## src/rtl/accel_window_rms_variance_peak_top_defines.svh

```systemverilog
// ----------------------------------------------------------------------------
// Assertion macros for the accelerometer window statistics block
// Concurrent checks, clocked on clk and disabled while rst_n is low.
// ----------------------------------------------------------------------------
`ifndef ACCEL_WINDOW_RMS_VARIANCE_PEAK_TOP_DEFINES_SVH
`define ACCEL_WINDOW_RMS_VARIANCE_PEAK_TOP_DEFINES_SVH

`ifndef SYNTHESIS
`define AWRVP_ASSERT(lbl, prop) \
  lbl: assert property (@(posedge clk) disable iff (!rst_n) (prop)) \
    else $error("awrvp: invariant violated");
`define AWRVP_ASSERT_NEXT(lbl, pre, post) \
  lbl: assert property (@(posedge clk) disable iff (!rst_n) (pre) |=> (post)) \
    else $error("awrvp: sequence check failed");
`else
`define AWRVP_ASSERT(lbl, prop)
`define AWRVP_ASSERT_NEXT(lbl, pre, post)
`endif

`endif

```

## src/rtl/awrvp_pkg.sv

```systemverilog
// ----------------------------------------------------------------------------
// awrvp_pkg
// Shared widths, register indexes and reset values of the window statistics
// block.
// ----------------------------------------------------------------------------
`default_nettype none

package awrvp_pkg;

  localparam int AXIS_W     = 16;   // raw axis count
  localparam int MAG_W      = 16;   // magnitude in milli-g
  localparam int ENERGY_W   = 32;   // x^2 + y^2 + z^2
  localparam int OUT_W      = 16;   // each result field
  localparam int WIN_W      = 11;   // window_len register
  localparam int SCALE_W    = 10;   // scale_ug_per_lsb register
  localparam int CFG_DATA_W = 11;
  localparam int DIVK_W     = 10;   // width of the micro-to-milli divisor

  localparam int MAX_WINDOW_DEF = 1024;

  localparam logic [DIVK_W-1:0]  UG_PER_MG     = 10'd1000;
  localparam logic [WIN_W-1:0]   WIN_LEN_RST   = 11'd520;
  localparam logic [SCALE_W-1:0] SCALE_RST     = 10'd244;
  localparam logic [OUT_W-1:0]   OUT_SAT       = 16'hFFFF;

  // configuration register indexes
  localparam logic REG_WINDOW_LEN = 1'b0;
  localparam logic REG_SCALE      = 1'b1;

endpackage

`default_nettype wire

```

## src/rtl/awrvp_mul.sv

```systemverilog
// ----------------------------------------------------------------------------
// awrvp_mul
// Shift-add multiplier, one multiplier bit per cycle, LSB first. Stops as
// soon as no set bit of the multiplier is left.
// ----------------------------------------------------------------------------
`default_nettype none

module awrvp_mul #(
  parameter int PW = 54,
  parameter int BW = 27
) (
  input  wire logic          clk,
  input  wire logic          rst_n,
  input  wire logic          start,
  input  wire logic [PW-1:0] a,
  input  wire logic [BW-1:0] b,
  output logic      [PW-1:0] prod,
  output logic               done
);

  logic [PW-1:0] a_r, a_nxt;
  logic [BW-1:0] b_r, b_nxt;
  logic [PW-1:0] p_r, p_nxt;

  always_comb begin
    a_nxt = a_r;
    b_nxt = b_r;
    p_nxt = p_r;
    if (start) begin
      a_nxt = a;
      b_nxt = b;
      p_nxt = '0;
    end else if (b_r != '0) begin
      if (b_r[0]) begin
        p_nxt = p_r + a_r;
      end
      a_nxt = {a_r[PW-2:0], 1'b0};
      b_nxt = {1'b0, b_r[BW-1:1]};
    end
  end

  always_ff @(posedge clk) begin
    if (!rst_n) begin
      b_r <= '0;
    end else begin
      b_r <= b_nxt;
    end
    a_r <= a_nxt;
    p_r <= p_nxt;
  end

  assign prod = p_r;
  assign done = (b_r == '0);

endmodule

`default_nettype wire

```

## src/rtl/awrvp_div.sv

```systemverilog
// ----------------------------------------------------------------------------
// awrvp_div
// Restoring divider, one quotient bit per cycle. The dividend comes in
// left-aligned and steps gives the number of its significant bits; the
// quotient then sits in the low steps bits.
// ----------------------------------------------------------------------------
`default_nettype none

module awrvp_div #(
  parameter int DN_W   = 54,
  parameter int DD_W   = 22,
  parameter int STEP_W = 6
) (
  input  wire logic              clk,
  input  wire logic              rst_n,
  input  wire logic              start,
  input  wire logic [DN_W-1:0]   dividend,
  input  wire logic [DD_W-1:0]   divisor,
  input  wire logic [STEP_W-1:0] steps,
  output logic      [DN_W-1:0]   quotient,
  output logic                   done
);

  logic [DN_W-1:0]   q_r, q_nxt;
  logic [DD_W-1:0]   rem_r, rem_nxt;
  logic [DD_W-1:0]   d_r, d_nxt;
  logic [STEP_W-1:0] cnt_r, cnt_nxt;
  logic [DD_W:0]     rem_sh;
  logic [DD_W:0]     diff;
  logic              ge;

  assign rem_sh = {rem_r, q_r[DN_W-1]};
  assign diff   = rem_sh - {1'b0, d_r};
  assign ge     = (rem_sh >= {1'b0, d_r});

  always_comb begin
    q_nxt   = q_r;
    rem_nxt = rem_r;
    d_nxt   = d_r;
    cnt_nxt = cnt_r;
    if (start) begin
      q_nxt   = dividend;
      rem_nxt = '0;
      d_nxt   = divisor;
      cnt_nxt = steps;
    end else if (cnt_r != '0) begin
      rem_nxt = ge ? diff[DD_W-1:0] : rem_sh[DD_W-1:0];
      q_nxt   = {q_r[DN_W-2:0], ge};
      cnt_nxt = cnt_r - 1'b1;
    end
  end

  always_ff @(posedge clk) begin
    if (!rst_n) begin
      cnt_r <= '0;
    end else begin
      cnt_r <= cnt_nxt;
    end
    q_r   <= q_nxt;
    rem_r <= rem_nxt;
    d_r   <= d_nxt;
  end

  assign quotient = q_r;
  assign done     = (cnt_r == '0);

endmodule

`default_nettype wire

```

## src/rtl/accel_window_rms_variance_peak_top.sv

```systemverilog
// ----------------------------------------------------------------------------
// accel_window_rms_variance_peak_top
// Windowed RMS, variance and peak of accelerometer magnitude in milli-g.
// ----------------------------------------------------------------------------
// Each sample word needs three squares, a 16-step square root, the scale
// multiply, a 26-step divide by 1000 and the square of the magnitude, all run
// one bit per cycle on a shared shift-add multiplier, a shared restoring
// divider and a two-bits-per-step root unit; multiplies finish early when the
// multiplier runs out of set bits. The word that closes a window adds the
// mean-square divide, its root, three multiplies and the variance divide.
// in_tready is high only between samples; a finished result waits in the
// output register while the next window fills.
`default_nettype none

`include "accel_window_rms_variance_peak_top_defines.svh"

module accel_window_rms_variance_peak_top
  import awrvp_pkg::*;
#(
  parameter int MAX_WINDOW = MAX_WINDOW_DEF
) (
  input  wire logic                  clk,
  input  wire logic                  rst_n,
  // in_tdata: accel_x [15:0], accel_y [31:16], accel_z [47:32]
  input  wire logic                  in_tvalid,
  output logic                       in_tready,
  input  wire logic [3*AXIS_W-1:0]   in_tdata,
  // out_tdata: rms_mg [15:0], variance_mg_sq [31:16], peak_mg [47:32]
  output logic                       out_tvalid,
  input  wire logic                  out_tready,
  output logic      [3*OUT_W-1:0]    out_tdata,
  input  wire logic                  cfg_valid,
  output logic                       cfg_ready,
  input  wire logic                  cfg_index,
  input  wire logic [CFG_DATA_W-1:0] cfg_data
);

  localparam int CNT_W     = $clog2(MAX_WINDOW + 1);
  localparam int SUM_W     = MAG_W + CNT_W;
  localparam int SQ_W      = ENERGY_W + CNT_W;
  localparam int PW        = 2 * SUM_W;
  localparam int NN_W      = 2 * CNT_W;
  localparam int DD_W      = (NN_W > DIVK_W) ? NN_W : DIVK_W;
  localparam int STEP_W    = $clog2(PW + 1);
  localparam int LIM_W     = (WIN_W > CNT_W) ? WIN_W : CNT_W;
  localparam int KP_W      = MAG_W + SCALE_W;
  localparam int RT_STEPS  = ENERGY_W / 2;
  localparam int RT_CNT_W  = $clog2(RT_STEPS + 1);
  localparam int RT_REM_W  = RT_STEPS + 2;

  localparam logic [1:0] AXIS_LAST = 2'd2;

  localparam logic [4:0] ST_IDLE  = 5'd0;
  localparam logic [4:0] ST_SQ_GO = 5'd1;
  localparam logic [4:0] ST_SQ_WT = 5'd2;
  localparam logic [4:0] ST_RT_GO = 5'd3;
  localparam logic [4:0] ST_RT_WT = 5'd4;
  localparam logic [4:0] ST_SC_GO = 5'd5;
  localparam logic [4:0] ST_SC_WT = 5'd6;
  localparam logic [4:0] ST_K_GO  = 5'd7;
  localparam logic [4:0] ST_K_WT  = 5'd8;
  localparam logic [4:0] ST_MM_GO = 5'd9;
  localparam logic [4:0] ST_MM_WT = 5'd10;
  localparam logic [4:0] ST_MS_GO = 5'd11;
  localparam logic [4:0] ST_MS_WT = 5'd12;
  localparam logic [4:0] ST_NQ_GO = 5'd13;
  localparam logic [4:0] ST_NQ_WT = 5'd14;
  localparam logic [4:0] ST_SS_GO = 5'd15;
  localparam logic [4:0] ST_SS_WT = 5'd16;
  localparam logic [4:0] ST_NN_GO = 5'd17;
  localparam logic [4:0] ST_NN_WT = 5'd18;
  localparam logic [4:0] ST_V_GO  = 5'd19;
  localparam logic [4:0] ST_V_WT  = 5'd20;
  localparam logic [4:0] ST_OUT   = 5'd21;

  logic [4:0]          state_r, state_nxt;
  logic [WIN_W-1:0]    win_len_r;
  logic [SCALE_W-1:0]  scale_r;
  logic [AXIS_W-1:0]   ax_r, ax_nxt, ay_r, ay_nxt, az_r, az_nxt;
  logic [1:0]          op_r, op_nxt;
  logic [ENERGY_W-1:0] energy_r, energy_nxt;
  logic [ENERGY_W-1:0] rt_src_r, rt_src_nxt;
  logic [RT_REM_W-1:0] rt_rem_r, rt_rem_nxt;
  logic [MAG_W-1:0]    rt_root_r, rt_root_nxt;
  logic [RT_CNT_W-1:0] rt_cnt_r, rt_cnt_nxt;
  logic [MAG_W-1:0]    m_r, m_nxt;
  logic [CNT_W-1:0]    cnt_r, cnt_nxt;
  logic [SUM_W-1:0]    sum_r, sum_nxt;
  logic [SQ_W-1:0]     sumsq_r, sumsq_nxt;
  logic [MAG_W-1:0]    peak_r, peak_nxt;
  logic [CNT_W-1:0]    n_r, n_nxt;
  logic                end_r, end_nxt;
  logic [OUT_W-1:0]    rms_r, rms_nxt;
  logic [PW-1:0]       spread_r, spread_nxt;
  logic [NN_W-1:0]     nn_r, nn_nxt;
  logic [OUT_W-1:0]    var_r, var_nxt;
  logic                out_valid_r, out_valid_nxt;
  logic [3*OUT_W-1:0]  out_data_r, out_data_nxt;

  logic                mul_start;
  logic [PW-1:0]       mul_a;
  logic [SUM_W-1:0]    mul_b;
  logic [PW-1:0]       mul_p;
  logic                mul_done;
  logic                div_start;
  logic [PW-1:0]       div_dvd;
  logic [DD_W-1:0]     div_dvs;
  logic [STEP_W-1:0]   div_steps;
  logic [PW-1:0]       div_quo;
  logic                div_done;

  logic [AXIS_W-1:0]   axis_sel;
  logic [AXIS_W-1:0]   abs_x, abs_y, abs_z;
  logic [RT_REM_W+1:0] rt_rem_sh;
  logic [RT_REM_W+1:0] rt_trial;
  logic                rt_ge;
  logic [RT_REM_W+1:0] rt_diff;
  logic [LIM_W-1:0]    win_ext;
  logic [LIM_W-1:0]    limit;
  logic [CNT_W-1:0]    cnt_inc;
  logic                in_acc;
  logic                out_free;

  assign cfg_ready  = 1'b1;
  assign in_tready  = (state_r == ST_IDLE);
  assign in_acc     = in_tvalid && in_tready;
  assign out_tvalid = out_valid_r;
  assign out_tdata  = out_data_r;
  assign out_free   = !out_valid_r || out_tready;

  // two's complement magnitude; the most negative count maps to 0x8000
  assign abs_x = in_tdata[AXIS_W-1] ?
                 AXIS_W'(~in_tdata[AXIS_W-1:0] + 1'b1) : in_tdata[AXIS_W-1:0];
  assign abs_y = in_tdata[2*AXIS_W-1] ?
                 AXIS_W'(~in_tdata[2*AXIS_W-1:AXIS_W] + 1'b1) : in_tdata[2*AXIS_W-1:AXIS_W];
  assign abs_z = in_tdata[3*AXIS_W-1] ?
                 AXIS_W'(~in_tdata[3*AXIS_W-1:2*AXIS_W] + 1'b1) :
                 in_tdata[3*AXIS_W-1:2*AXIS_W];

  always_comb begin
    case (op_r)
      2'd0:    axis_sel = ax_r;
      2'd1:    axis_sel = ay_r;
      default: axis_sel = az_r;
    endcase
  end

  // square root: bring down two bits, try root*4+1
  assign rt_rem_sh = {rt_rem_r, rt_src_r[ENERGY_W-1:ENERGY_W-2]};
  assign rt_trial  = {2'b00, rt_root_r, 2'b01};
  assign rt_ge     = (rt_rem_sh >= rt_trial);
  assign rt_diff   = rt_rem_sh - rt_trial;

  // zero counts as one, above MAX_WINDOW clamps
  assign win_ext = LIM_W'(win_len_r);
  always_comb begin
    if (win_ext == '0) begin
      limit = LIM_W'(1);
    end else if (win_ext > LIM_W'(MAX_WINDOW)) begin
      limit = LIM_W'(MAX_WINDOW);
    end else begin
      limit = win_ext;
    end
  end

  assign cnt_inc = cnt_r + 1'b1;

  // shared unit operands
  always_comb begin
    mul_start = 1'b0;
    mul_a     = '0;
    mul_b     = '0;
    div_start = 1'b0;
    div_dvd   = '0;
    div_dvs   = '0;
    div_steps = '0;
    case (state_r)
      ST_SQ_GO: begin
        mul_start = 1'b1;
        mul_a     = PW'(axis_sel);
        mul_b     = SUM_W'(axis_sel);
      end
      ST_SC_GO: begin
        mul_start = 1'b1;
        mul_a     = PW'(rt_root_r);
        mul_b     = SUM_W'(scale_r);
      end
      ST_MM_GO: begin
        mul_start = 1'b1;
        mul_a     = PW'(m_r);
        mul_b     = SUM_W'(m_r);
      end
      ST_NQ_GO: begin
        mul_start = 1'b1;
        mul_a     = PW'(sumsq_r);
        mul_b     = SUM_W'(n_r);
      end
      ST_SS_GO: begin
        mul_start = 1'b1;
        mul_a     = PW'(sum_r);
        mul_b     = sum_r;
      end
      ST_NN_GO: begin
        mul_start = 1'b1;
        mul_a     = PW'(n_r);
        mul_b     = SUM_W'(n_r);
      end
      ST_K_GO: begin
        div_start = 1'b1;
        div_dvd   = {mul_p[KP_W-1:0], {(PW-KP_W){1'b0}}};
        div_dvs   = DD_W'(UG_PER_MG);
        div_steps = STEP_W'(KP_W);
      end
      ST_MS_GO: begin
        div_start = 1'b1;
        div_dvd   = {sumsq_r, {(PW-SQ_W){1'b0}}};
        div_dvs   = DD_W'(n_r);
        div_steps = STEP_W'(SQ_W);
      end
      ST_V_GO: begin
        div_start = 1'b1;
        div_dvd   = spread_r;
        div_dvs   = DD_W'(nn_r);
        div_steps = STEP_W'(PW);
      end
      default: ;
    endcase
  end

  always_comb begin
    state_nxt     = state_r;
    ax_nxt        = ax_r;
    ay_nxt        = ay_r;
    az_nxt        = az_r;
    op_nxt        = op_r;
    energy_nxt    = energy_r;
    rt_src_nxt    = rt_src_r;
    rt_rem_nxt    = rt_rem_r;
    rt_root_nxt   = rt_root_r;
    rt_cnt_nxt    = rt_cnt_r;
    m_nxt         = m_r;
    cnt_nxt       = cnt_r;
    sum_nxt       = sum_r;
    sumsq_nxt     = sumsq_r;
    peak_nxt      = peak_r;
    n_nxt         = n_r;
    end_nxt       = end_r;
    rms_nxt       = rms_r;
    spread_nxt    = spread_r;
    nn_nxt        = nn_r;
    var_nxt       = var_r;
    out_valid_nxt = out_valid_r && !out_tready;
    out_data_nxt  = out_data_r;

    unique case (state_r)
      ST_IDLE: begin
        if (in_acc) begin
          ax_nxt     = abs_x;
          ay_nxt     = abs_y;
          az_nxt     = abs_z;
          op_nxt     = '0;
          energy_nxt = '0;
          state_nxt  = ST_SQ_GO;
        end
      end
      ST_SQ_GO: state_nxt = ST_SQ_WT;
      ST_SQ_WT: begin
        if (mul_done) begin
          energy_nxt = energy_r + mul_p[ENERGY_W-1:0];
          if (op_r == AXIS_LAST) begin
            state_nxt = ST_RT_GO;
          end else begin
            op_nxt    = op_r + 1'b1;
            state_nxt = ST_SQ_GO;
          end
        end
      end
      ST_RT_GO: begin
        rt_src_nxt  = end_r ? div_quo[ENERGY_W-1:0] : energy_r;
        rt_rem_nxt  = '0;
        rt_root_nxt = '0;
        rt_cnt_nxt  = RT_CNT_W'(RT_STEPS);
        state_nxt   = ST_RT_WT;
      end
      ST_RT_WT: begin
        if (rt_cnt_r != '0) begin
          rt_rem_nxt  = rt_ge ? rt_diff[RT_REM_W-1:0] : rt_rem_sh[RT_REM_W-1:0];
          rt_root_nxt = {rt_root_r[MAG_W-2:0], rt_ge};
          rt_src_nxt  = {rt_src_r[ENERGY_W-3:0], 2'b00};
          rt_cnt_nxt  = rt_cnt_r - 1'b1;
        end else if (end_r) begin
          rms_nxt   = rt_root_r;
          state_nxt = ST_NQ_GO;
        end else begin
          state_nxt = ST_SC_GO;
        end
      end
      ST_SC_GO: state_nxt = ST_SC_WT;
      ST_SC_WT: begin
        if (mul_done) begin
          state_nxt = ST_K_GO;
        end
      end
      ST_K_GO:  state_nxt = ST_K_WT;
      ST_K_WT: begin
        if (div_done) begin
          m_nxt     = div_quo[MAG_W-1:0];
          state_nxt = ST_MM_GO;
        end
      end
      ST_MM_GO: state_nxt = ST_MM_WT;
      ST_MM_WT: begin
        if (mul_done) begin
          cnt_nxt   = cnt_inc;
          sum_nxt   = sum_r + SUM_W'(m_r);
          sumsq_nxt = sumsq_r + SQ_W'(mul_p[2*MAG_W-1:0]);
          if (m_r > peak_r) begin
            peak_nxt = m_r;
          end
          if (LIM_W'(cnt_inc) >= limit) begin
            n_nxt     = cnt_inc;
            end_nxt   = 1'b1;
            state_nxt = ST_MS_GO;
          end else begin
            state_nxt = ST_IDLE;
          end
        end
      end
      ST_MS_GO: state_nxt = ST_MS_WT;
      ST_MS_WT: begin
        if (div_done) begin
          state_nxt = ST_RT_GO;
        end
      end
      ST_NQ_GO: state_nxt = ST_NQ_WT;
      ST_NQ_WT: begin
        if (mul_done) begin
          spread_nxt = mul_p;
          state_nxt  = ST_SS_GO;
        end
      end
      ST_SS_GO: state_nxt = ST_SS_WT;
      ST_SS_WT: begin
        if (mul_done) begin
          spread_nxt = spread_r - mul_p;
          state_nxt  = ST_NN_GO;
        end
      end
      ST_NN_GO: state_nxt = ST_NN_WT;
      ST_NN_WT: begin
        if (mul_done) begin
          nn_nxt    = mul_p[NN_W-1:0];
          state_nxt = ST_V_GO;
        end
      end
      ST_V_GO:  state_nxt = ST_V_WT;
      ST_V_WT: begin
        if (div_done) begin
          var_nxt   = (div_quo[PW-1:OUT_W] != '0) ? OUT_SAT : div_quo[OUT_W-1:0];
          state_nxt = ST_OUT;
        end
      end
      ST_OUT: begin
        // hold until the output register is free, then clear the window
        if (out_free) begin
          out_valid_nxt = 1'b1;
          out_data_nxt  = {peak_r, var_r, rms_r};
          cnt_nxt       = '0;
          sum_nxt       = '0;
          sumsq_nxt     = '0;
          peak_nxt      = '0;
          end_nxt       = 1'b0;
          state_nxt     = ST_IDLE;
        end
      end
      default: state_nxt = ST_IDLE;
    endcase
  end

  always_ff @(posedge clk) begin
    if (!rst_n) begin
      state_r     <= ST_IDLE;
      win_len_r   <= WIN_LEN_RST;
      scale_r     <= SCALE_RST;
      cnt_r       <= '0;
      sum_r       <= '0;
      sumsq_r     <= '0;
      peak_r      <= '0;
      end_r       <= 1'b0;
      out_valid_r <= 1'b0;
    end else begin
      state_r     <= state_nxt;
      cnt_r       <= cnt_nxt;
      sum_r       <= sum_nxt;
      sumsq_r     <= sumsq_nxt;
      peak_r      <= peak_nxt;
      end_r       <= end_nxt;
      out_valid_r <= out_valid_nxt;
      if (cfg_valid && cfg_ready) begin
        unique case (cfg_index)
          REG_WINDOW_LEN: win_len_r <= cfg_data[WIN_W-1:0];
          REG_SCALE:      scale_r   <= cfg_data[SCALE_W-1:0];
        endcase
      end
    end
    ax_r       <= ax_nxt;
    ay_r       <= ay_nxt;
    az_r       <= az_nxt;
    op_r       <= op_nxt;
    energy_r   <= energy_nxt;
    rt_src_r   <= rt_src_nxt;
    rt_rem_r   <= rt_rem_nxt;
    rt_root_r  <= rt_root_nxt;
    rt_cnt_r   <= rt_cnt_nxt;
    m_r        <= m_nxt;
    n_r        <= n_nxt;
    rms_r      <= rms_nxt;
    spread_r   <= spread_nxt;
    nn_r       <= nn_nxt;
    var_r      <= var_nxt;
    out_data_r <= out_data_nxt;
  end

  awrvp_mul #(
    .PW (PW),
    .BW (SUM_W)
  ) u_mul (
    .clk   (clk),
    .rst_n (rst_n),
    .start (mul_start),
    .a     (mul_a),
    .b     (mul_b),
    .prod  (mul_p),
    .done  (mul_done)
  );

  awrvp_div #(
    .DN_W   (PW),
    .DD_W   (DD_W),
    .STEP_W (STEP_W)
  ) u_div (
    .clk      (clk),
    .rst_n    (rst_n),
    .start    (div_start),
    .dividend (div_dvd),
    .divisor  (div_dvs),
    .steps    (div_steps),
    .quotient (div_quo),
    .done     (div_done)
  );

  `AWRVP_ASSERT(a_cnt_bound, cnt_r <= CNT_W'(MAX_WINDOW))
  `AWRVP_ASSERT(a_acc_empty, (cnt_r == '0) |-> (sum_r == '0 && sumsq_r == '0 && peak_r == '0))
  `AWRVP_ASSERT(a_peak_le_sum, SUM_W'(peak_r) <= sum_r)
  `AWRVP_ASSERT_NEXT(a_out_from_close, !out_valid_r && state_r != ST_OUT, !out_valid_r)

endmodule

`default_nettype wire
```

## config.mk

```make
export PLATFORM = sky130hd
export DESIGN_NAME = accel_window_rms_variance_peak_top
export DESIGN_NICKNAME = d
export VERILOG_FILES = /design/src/rtl/awrvp_pkg.sv /design/src/rtl/awrvp_mul.sv /design/src/rtl/awrvp_div.sv /design/src/rtl/accel_window_rms_variance_peak_top.sv
export VERILOG_INCLUDE_DIRS = /design/src /design/src/rtl
export SDC_FILE = /design/constraint.sdc
export NUM_CORES = 2
export LEC_CHECK = 0
export BUFFER_PORTS_ARGS = -buffer_cell sky130_fd_sc_hd__buf_2
export CAP_MARGIN = 20
export CELL_PAD_IN_SITES_DETAIL_PLACEMENT = 0
export CELL_PAD_IN_SITES_GLOBAL_PLACEMENT = 1
export CORE_MARGIN = 2
export CORE_UTILIZATION = 46
export CTS_CLUSTER_DIAMETER = 60
export CTS_CLUSTER_SIZE = 28
export DETAILED_ROUTE_END_ITERATION = 8
export GPL_ROUTABILITY_DRIVEN = 0
export PLACE_DENSITY = 0.85
export RECOVER_POWER = 25
export SYNTH_ARGS = -nofsm -noshare
export SYNTH_HDL_FRONTEND = slang
export SYNTH_HIERARCHICAL = 1
export SYNTH_SLANG_ARGS = --single-unit
export TNS_END_PERCENT = 5
```

## constraint.sdc

```tcl
create_clock -name clk -period 7.1 [get_ports clk]
set_clock_uncertainty 0.05 [all_clocks]
set_input_delay 0.355 -clock clk [delete_from_list [all_inputs] [get_ports clk]]
set_output_delay 0.355 -clock clk [all_outputs]
set_load 0.01 [all_outputs]
```

# [Word level (Yosys, flattened, before mapping)]
# Index checks and enable logic that the tools add are counted.
[op_classes] n_addsub=14 multipliers=0 div=0 order_cmp=5 eq_ne=39 shifts=0 mux=77 n_bitwise=5 reduce_logical=41
[ops] op="two-way mux 54 bit" n=6
[ops] op="one-hot mux 43 bit (6 select lines)" n=1
[ops] op="one-hot mux 54 bit (3 select lines)" n=1
[ops] op="one-hot mux 27 bit (5 select lines)" n=1
[ops] op="two-way mux 32 bit" n=4
[ops] op="one-hot mux 32 bit (2 select lines)" n=2
[ops] op="one-hot mux 5 bit (22 select lines)" n=1
[ops] op="two-way mux 27 bit" n=4
[ops] op="one-hot mux 54 bit (2 select lines)" n=1
[ops] op="one-hot mux 16 bit (2 select lines)" n=3
[ops] op="two-way mux 43 bit" n=2
[ops] op="one-hot mux 43 bit (2 select lines)" n=1
[ops] op="one-hot mux 22 bit (3 select lines)" n=1
[ops] op="two-way mux 5 bit" n=13
[ops] op="two-way mux 16 bit" n=4
[ops] op="adder 54 bit" n=1
[ops] op="one-hot mux 27 bit (2 select lines)" n=1
[ops] op="subtractor 54 bit" n=1
[ops] op="adder 16 x 1 -> 16 bit, second input constant" n=3
[ops] op="NOT 16 bit" n=3
[ops] op="two-way mux 15 bit" n=3
[ops] op="two-way mux 11 bit" n=4
[ops] op="adder 43 x 32 -> 43 bit" n=1
[ops] op="equality test 5 x 4 -> 1 bit, second input constant" n=8
[ops] op="other kinds (54)" n=111
[totals] register_bits=700 latchBits=0 mem_bits_rw=0 rom_bits=0 inputBits=65 output_inout_bits=51 memories=0

# [Longest topological paths before layout]
[logic_depth] ltp_word=7 ltp_mapped=14 depth_no_buf=14

# [Hierarchy]
# Netlist, hierarchy kept.
[modules_own_cells] module="accel_window_rms_variance_peak_top" instances=1 cells_each=3047 area_each_um2=28921.5 seq_area_each_um2=12592.1
[modules_own_cells] module="awrvp_mul" instances=1 cells_each=846 area_each_um2=8264.2 seq_area_each_um2=3243.1
[modules_own_cells] module="awrvp_div" instances=1 cells_each=470 area_each_um2=5501.5 seq_area_each_um2=2842.7

# [Worst setup path after synthesis]
# OpenSTA, ideal clock, no wires.
[synth_path] kind="register to register" start="register state_r[1]" end="register rt_cnt_r[0], enable pin" setup_time_ns=0.605 arrival_time_ns=6.164 slack_ns=0.281 stages_incl_launch_ff=4 n_path_buf=1 synth_period_minus_slack_ns=6.819 cell_sequence="dfxtp_1 -> clkbuf_1 -> nand3b_1 -> o31ai_1"
[synth_between] elab_chain_cells=3
[synth_rtl] element="from (decl)" line_no="accel_window_rms_variance_peak_top.sv:76" source="logic [4:0] state_r, state_nxt;"
[synth_rtl] element="from (signal assigned)" line_no="accel_window_rms_variance_peak_top.sv:392" source="state_r <= state_nxt;"
[synth_rtl] element="equality test 5 x 3 -> 1 bit / equality test 5 x 2 -> 1 bit (equally long branches)" line_no="accel_window_rms_variance_peak_top.sv:255" source="unique case (state_r)"
[synth_rtl] element="!= test 2 bit (no source line) / nonzero test 2 bit (equally long branches)"
[synth_rtl] element="AND reduction 2 bit (no source line) *"
[synth_rtl] element="to (signal assigned)" line_no="accel_window_rms_variance_peak_top.sv:414" source="rt_cnt_r <= rt_cnt_nxt;"
[synth_rtl] element="to (decl)" line_no="accel_window_rms_variance_peak_top.sv:85" source="logic [RT_CNT_W-1:0] rt_cnt_r, rt_cnt_nxt;"
# Mark *: on every way between the ends. The rest lies on a longest branch, timed or not.
# A chain may end at the register's enable or synchronous reset.

# [Final worst setup path]
[layout_path] start="register state_r[4]" end="register u_div.q_r[53], in the netlist u_div/quotient[53], enable pin"
[layout_between] elab_chain_cells=4
[layout_rtl] element="equality test 5 bit, or another cell as far along" line_no="accel_window_rms_variance_peak_top.sv:177" source="case (state_r)"
[layout_rtl] element="OR reduction 3 bit (no source line) *"
[layout_rtl] element="two-way mux 1 bit *" line_no="accel_window_rms_variance_peak_top.sv:177"
[layout_rtl] element="net div_start" line_no="accel_window_rms_variance_peak_top.sv:105" source="logic div_start;"
[layout_rtl] element="nonzero test 2 bit (no source line) *"
[layout_rtl] element="to (signal assigned)" line_no="awrvp_div.sv:59" source="q_r <= q_nxt;"
[layout_rtl] element="to (decl)" line_no="awrvp_div.sv:24" source="logic [DN_W-1:0] q_r, q_nxt;"
# Mark *: on every way through the listed nets, which the timed path passes. The rest lies on a longest branch.

==> results_tabular.tex <==
\begin{tabular}{lr}
\hline
Metric & Value \\
\hline
\multicolumn{2}{l}{\textbf{Status}} \\
\quad Result of the run & finished with violations \\
\quad Failing checks & DRC, capacitance limit, slew limit \\
\multicolumn{2}{l}{\textbf{Timing}} \\
\quad Setup violation total in the final timing report & 0 \\
\quad Setup repair after global routing missed its margin & no \\
\quad Final hold violations & 0 \\
\quad Setup TNS & 0 ns \\
\quad Worst-case setup margin in the final layout & roughly 2.9 ns \\
\quad Highest clock frequency the design can meet & 237.5 MHz \\
\quad Relative max-transition margin & -114.2\% \\
\quad Clock period minus worst slack & 4.211 ns \\
\quad Final slew viol count & 183 \\
\quad Final Cycle Share & about three fifths \\
\quad Actual slew at the worst max-slew pin & approximately 3.2 ns \\
\multicolumn{2}{l}{\textbf{Synthesis}} \\
\quad Library cell with the largest summed area after synthesis & sky130\_fd\_sc\_hd\_\_edfxtp\_1 \\
\quad Count of different cell masters after synthesis & 105 \\
\quad Async set-reset flop share out of synthesis & 0\% \\
\quad Top-area cell type share of the netlist area & 32.78\% \\
\quad Mapped Area & 42690 um\^{}2 \\
\quad Synth Register Bits & 700 \\
\quad Seq/Total Area, Yosys & 43.76\% \\
\quad Cells after synthesis & 4363 \\
\quad Xor and xnor fraction of the mapped netlist area & roughly 4.6\% \\
\quad Yosys warning count & 6 \\
\quad Compound-Gate Fraction of Synth Area & about a fifth \\
\quad Combinational family with the most area after synthesis & compound AO/OA/AOI/OAI gates \\
\quad Mean Syn Cell Area & 9.784 um\^{}2 \\
\quad Dominant cells by area after synthesis & sky130\_fd\_sc\_hd\_\_edfxtp\_1, sky130\_fd\_sc\_hd\_\_dfxtp\_1, sky130\_fd\_sc\_hd\_\_ha\_1 \\
\quad Number of enable flip-flop cells after synthesis & approximately 470 \\
\quad Most frequently used flop master after synthesis & sky130\_fd\_sc\_hd\_\_edfxtp\_1 \\
\quad Portion of netlist area occupied by mux cells & 5.355\% \\
\quad Simple-gate portion of the synthesized area & roughly 15\% \\
\quad Post-synthesis adder-cell area fraction & 7.984\% \\
\multicolumn{2}{l}{\textbf{Setup path}} \\
\quad Worst-path fanout max & 57 \\
\quad Required arrival time at the worst endpoint & 7.30 ns \\
\quad Class of the most critical setup path & reg2reg \\
\quad Buffer and inverter count on the worst path & 3 \\
\quad Crit-path cells & nor2\_1 > nand2\_1 > nor2\_4 > buf\_4 > or2\_4 > nor2\_1 > inv\_2 > buf\_4 \\
\quad Highest-delay cell along the critical path & sky130\_fd\_sc\_hd\_\_or2\_4 \\
\quad Crit start category & register \\
\quad Largest incremental delay on the critical path & 0.64 ns \\
\quad Worst Setup End Kind & register \\
\quad CP Data Arrival Time & 4.41 ns \\
\quad Cell type group with the largest total delay on the critical path & simple AND/OR/NAND/NOR gates \\
\multicolumn{2}{l}{\textbf{Floorplan}} \\
\quad Chip width & 308.6 um \\
\quad Floorplan row count & between 100 and 150 \\
\quad Vert. Die Dim & 308.6 um \\
\quad Initial core utilization & about 46\% \\
\quad Number of top-level pins & between 100 and 150 \\
\quad Total Die Area & around 95000 um\^{}2 \\
\quad Core region area & 91800 um\^{}2 \\
\multicolumn{2}{l}{\textbf{Pwr}} \\
\quad Ratio of total power to cell area & roughly 380 nW/um\^{}2 \\
\quad Cell leakage power & between 0.015 and 0.02 uW \\
\quad Peak supply drop & 346.6 uV \\
\multicolumn{2}{l}{\textbf{Placement}} \\
\quad DP Cell Count & 5572 \\
\quad Buffers added on ports & 114 \\
\quad Post-placement setup slack & slightly below 3 ns \\
\quad Placed wire-length estimate & slightly above 90 mm \\
\multicolumn{2}{l}{\textbf{GRT}} \\
\quad Antenna violations before repair & 0 \\
\quad Total routing usage reported by global routing & 25.92\% \\
\quad First-pass GRT wire length & 191.9 mm \\
\quad GRT Residual Overflow & 0 \\
\quad Number of global-route vias before repair & about 32000 \\
\quad Largest net degree at the start of global routing & 82 \\
\multicolumn{2}{l}{\textbf{Clocking}} \\
\quad Clock tree from TritonCTS & built \\
\quad Postcts setup bufs & 0 \\
\quad Worst-Skew Late Latency & 0.66 ns \\
\quad Root Driver & sky130\_fd\_sc\_hd\_\_clkbuf\_16 \\
\quad Num CTS Buffers & 70 \\
\quad Clock Pin Slew Worst Setup and Hold Paths & 0.09 ns \\
\quad Bufs on Longest Clock Path & 3 \\
\quad H-tree lvl count & 3 \\
\quad Sink count of the clock tree & 700 \\
\multicolumn{2}{l}{\textbf{Routing}} \\
\quad Routed wire length & between 100 and 150 mm \\
\quad Detailed router's first-iteration violation count & $\sim$4300 \\
\quad Detailed Routing Iterations Pass 1 & 9 \\
\quad Antenna Nets Post-Route & 0 \\
\quad Wirelength per Cell & 21.79 um \\
\quad Vias per Instance & 6.044 \\
\quad Remaining routing DRC violations & 6 \\
\quad Vias after detailed routing & approximately 35000 \\
\multicolumn{2}{l}{\textbf{Cells and area}} \\
\quad Inserted Diodes & 0 \\
\quad Non-filler instance count after layout & 5750 \\
\quad Synthesis-to-finish area growth & 11.22\% \\
\quad Net total in the final layout & $\sim$4800 \\
\quad Proportion of layout cells with a drive suffix above 1 & under 10\% \\
\multicolumn{2}{l}{\textbf{Job}} \\
\quad \# Max-Cap Violations & 4 \\
\multicolumn{2}{l}{\textbf{Hold path}} \\
\quad Worst min path class & in2reg \\
\hline
\end{tabular}
-- placed cells by master, fill, tap and decap left out, types with 32 or more instances in the layout --
cell / Yosys / layout
sky130_fd_sc_hd__a211oi_1: 34 / 34
sky130_fd_sc_hd__nor2b_1: 93 / 93
sky130_fd_sc_hd__o21ai_0: 219 / 218
sky130_fd_sc_hd__a22o_1: 50 / 50
sky130_fd_sc_hd__buf_4: 4 / 40
sky130_fd_sc_hd__clkbuf_16: 0 / 73
sky130_fd_sc_hd__and2_1: 75 / 74
sky130_fd_sc_hd__nor2_1: 286 / 279
sky130_fd_sc_hd__ha_1: 262 / 262
sky130_fd_sc_hd__mux2i_1: 108 / 108
sky130_fd_sc_hd__nor3_1: 74 / 70
sky130_fd_sc_hd__a22oi_1: 43 / 43
sky130_fd_sc_hd__inv_1: 234 / 233
sky130_fd_sc_hd__xor2_1: 91 / 91
sky130_fd_sc_hd__a21o_1: 108 / 108
sky130_fd_sc_hd__dfxtp_1: 234 / 232
sky130_fd_sc_hd__nand3_1: 96 / 96
sky130_fd_sc_hd__nand2_1: 413 / 413
sky130_fd_sc_hd__a31oi_1: 36 / 36
sky130_fd_sc_hd__o21ai_1: 39 / 40
sky130_fd_sc_hd__edfxtp_1: 466 / 466
sky130_fd_sc_hd__a21oi_1: 257 / 257
sky130_fd_sc_hd__mux2_2: 107 / 107
sky130_fd_sc_hd__and3_1: 34 / 34
sky130_fd_sc_hd__clkbuf_1: 162 / 68
sky130_fd_sc_hd__nand4_1: 45 / 45
sky130_fd_sc_hd__xnor2_1: 135 / 135
sky130_fd_sc_hd__nand2b_1: 51 / 51
sky130_fd_sc_hd__buf_2: 11 / 59
sky130_fd_sc_hd__dlygate4sd3_1: 0 / 47
sky130_fd_sc_hd__a221o_1: 42 / 42
sky130_fd_sc_hd__a21boi_0: 32 / 32
sky130_fd_sc_hd__o21a_1: 42 / 41
-- flip-flops by register name, summed over array words and instances, names as in the netlist, 32 cells and up --
signal          cells
rt_src_r           32
u_mul/prod         54
u_mul/a_r          54
energy_r           32
sumsq_r            43
out_tdata          48
spread_r           54
u_div/quotient     54
-- kinds of logic (layout without fill, tap and decap cells) --
family,count (synthesis),in the layout
adders and majority gates,269,269
AOI/OAI and AO/OA,1197,1197
and+or+nand+nor,1308,1308
DFF,700,700
xor gates and xnor gates,226,226
buffers and inverters,446,580
other,2,12
muxes,215,215
-- synth_stat cells, drive strengths merged, types with 108 or more instances --
master / instances
o21ai: 262
a21o: 108
nor2: 287
clkbuf: 162
edfxtp: 466
xnor2: 135
inv: 235
mux2i: 108
a21oi: 259
nand2: 414
dfxtp: 234
ha: 262
-- report_power, final --
group          switching, uW  total (uW)  internal, uW
Sequential              1000        6700          5700
Combinational           4300        7060          2760
Clock                   2040        4220          2180
Total                   7330       18000         10600
-- layer usage --
layer  GRT usage [%]  wire [um]  up-vias
met2           39.64      54810     1337
met5               0          0        -
met1           37.27      56220    16910
met3           4.111      10170      185
met4           8.871       4082        0
li1                -          -    16320
-- repair_timing --
action                    in CTS  in global routing
gates resized for setup        0                  0
hold buffers                  47                  0
hold endpoints to repair      60                  0
-- area by class of cell --
type	instances	area (um^2)
clock buffers	75	1834
clock inverters	54	792.0
repair buffers	212	1314
multi-input cells	3227	22400
inverters	239	897.1
well taps	1243	1555
flip-flops and latches	700	18680
fillers	8228	44330
-- worst paths after layout --
check	from	end	slack, ns	cells after the start
max	state_r[4]	u_div/quotient[53]	2.89	8
min	in_tdata[6]	ax_r[6]	0.03	2
max reg2reg	state_r[4]	u_div/quotient[53]	2.89	8
min reg2reg	rms_r[3]	out_tdata[3]	0.37	0
-- stage by stage --
stage	hold slack (ns)	instance area (um^2)	power, uW	utilization, %
floorplan	0.3503	42720	11640	-
global placement	0.3536	44480	13520	48.46
finish	0.02788	47480	17980	51.72
detailed placement	0.3545	44480	13650	48.46
CTS	0.0006775	47580	17910	51.83
global route	0.02811	47480	18980	51.72
(Power assumes the default switching activity.)
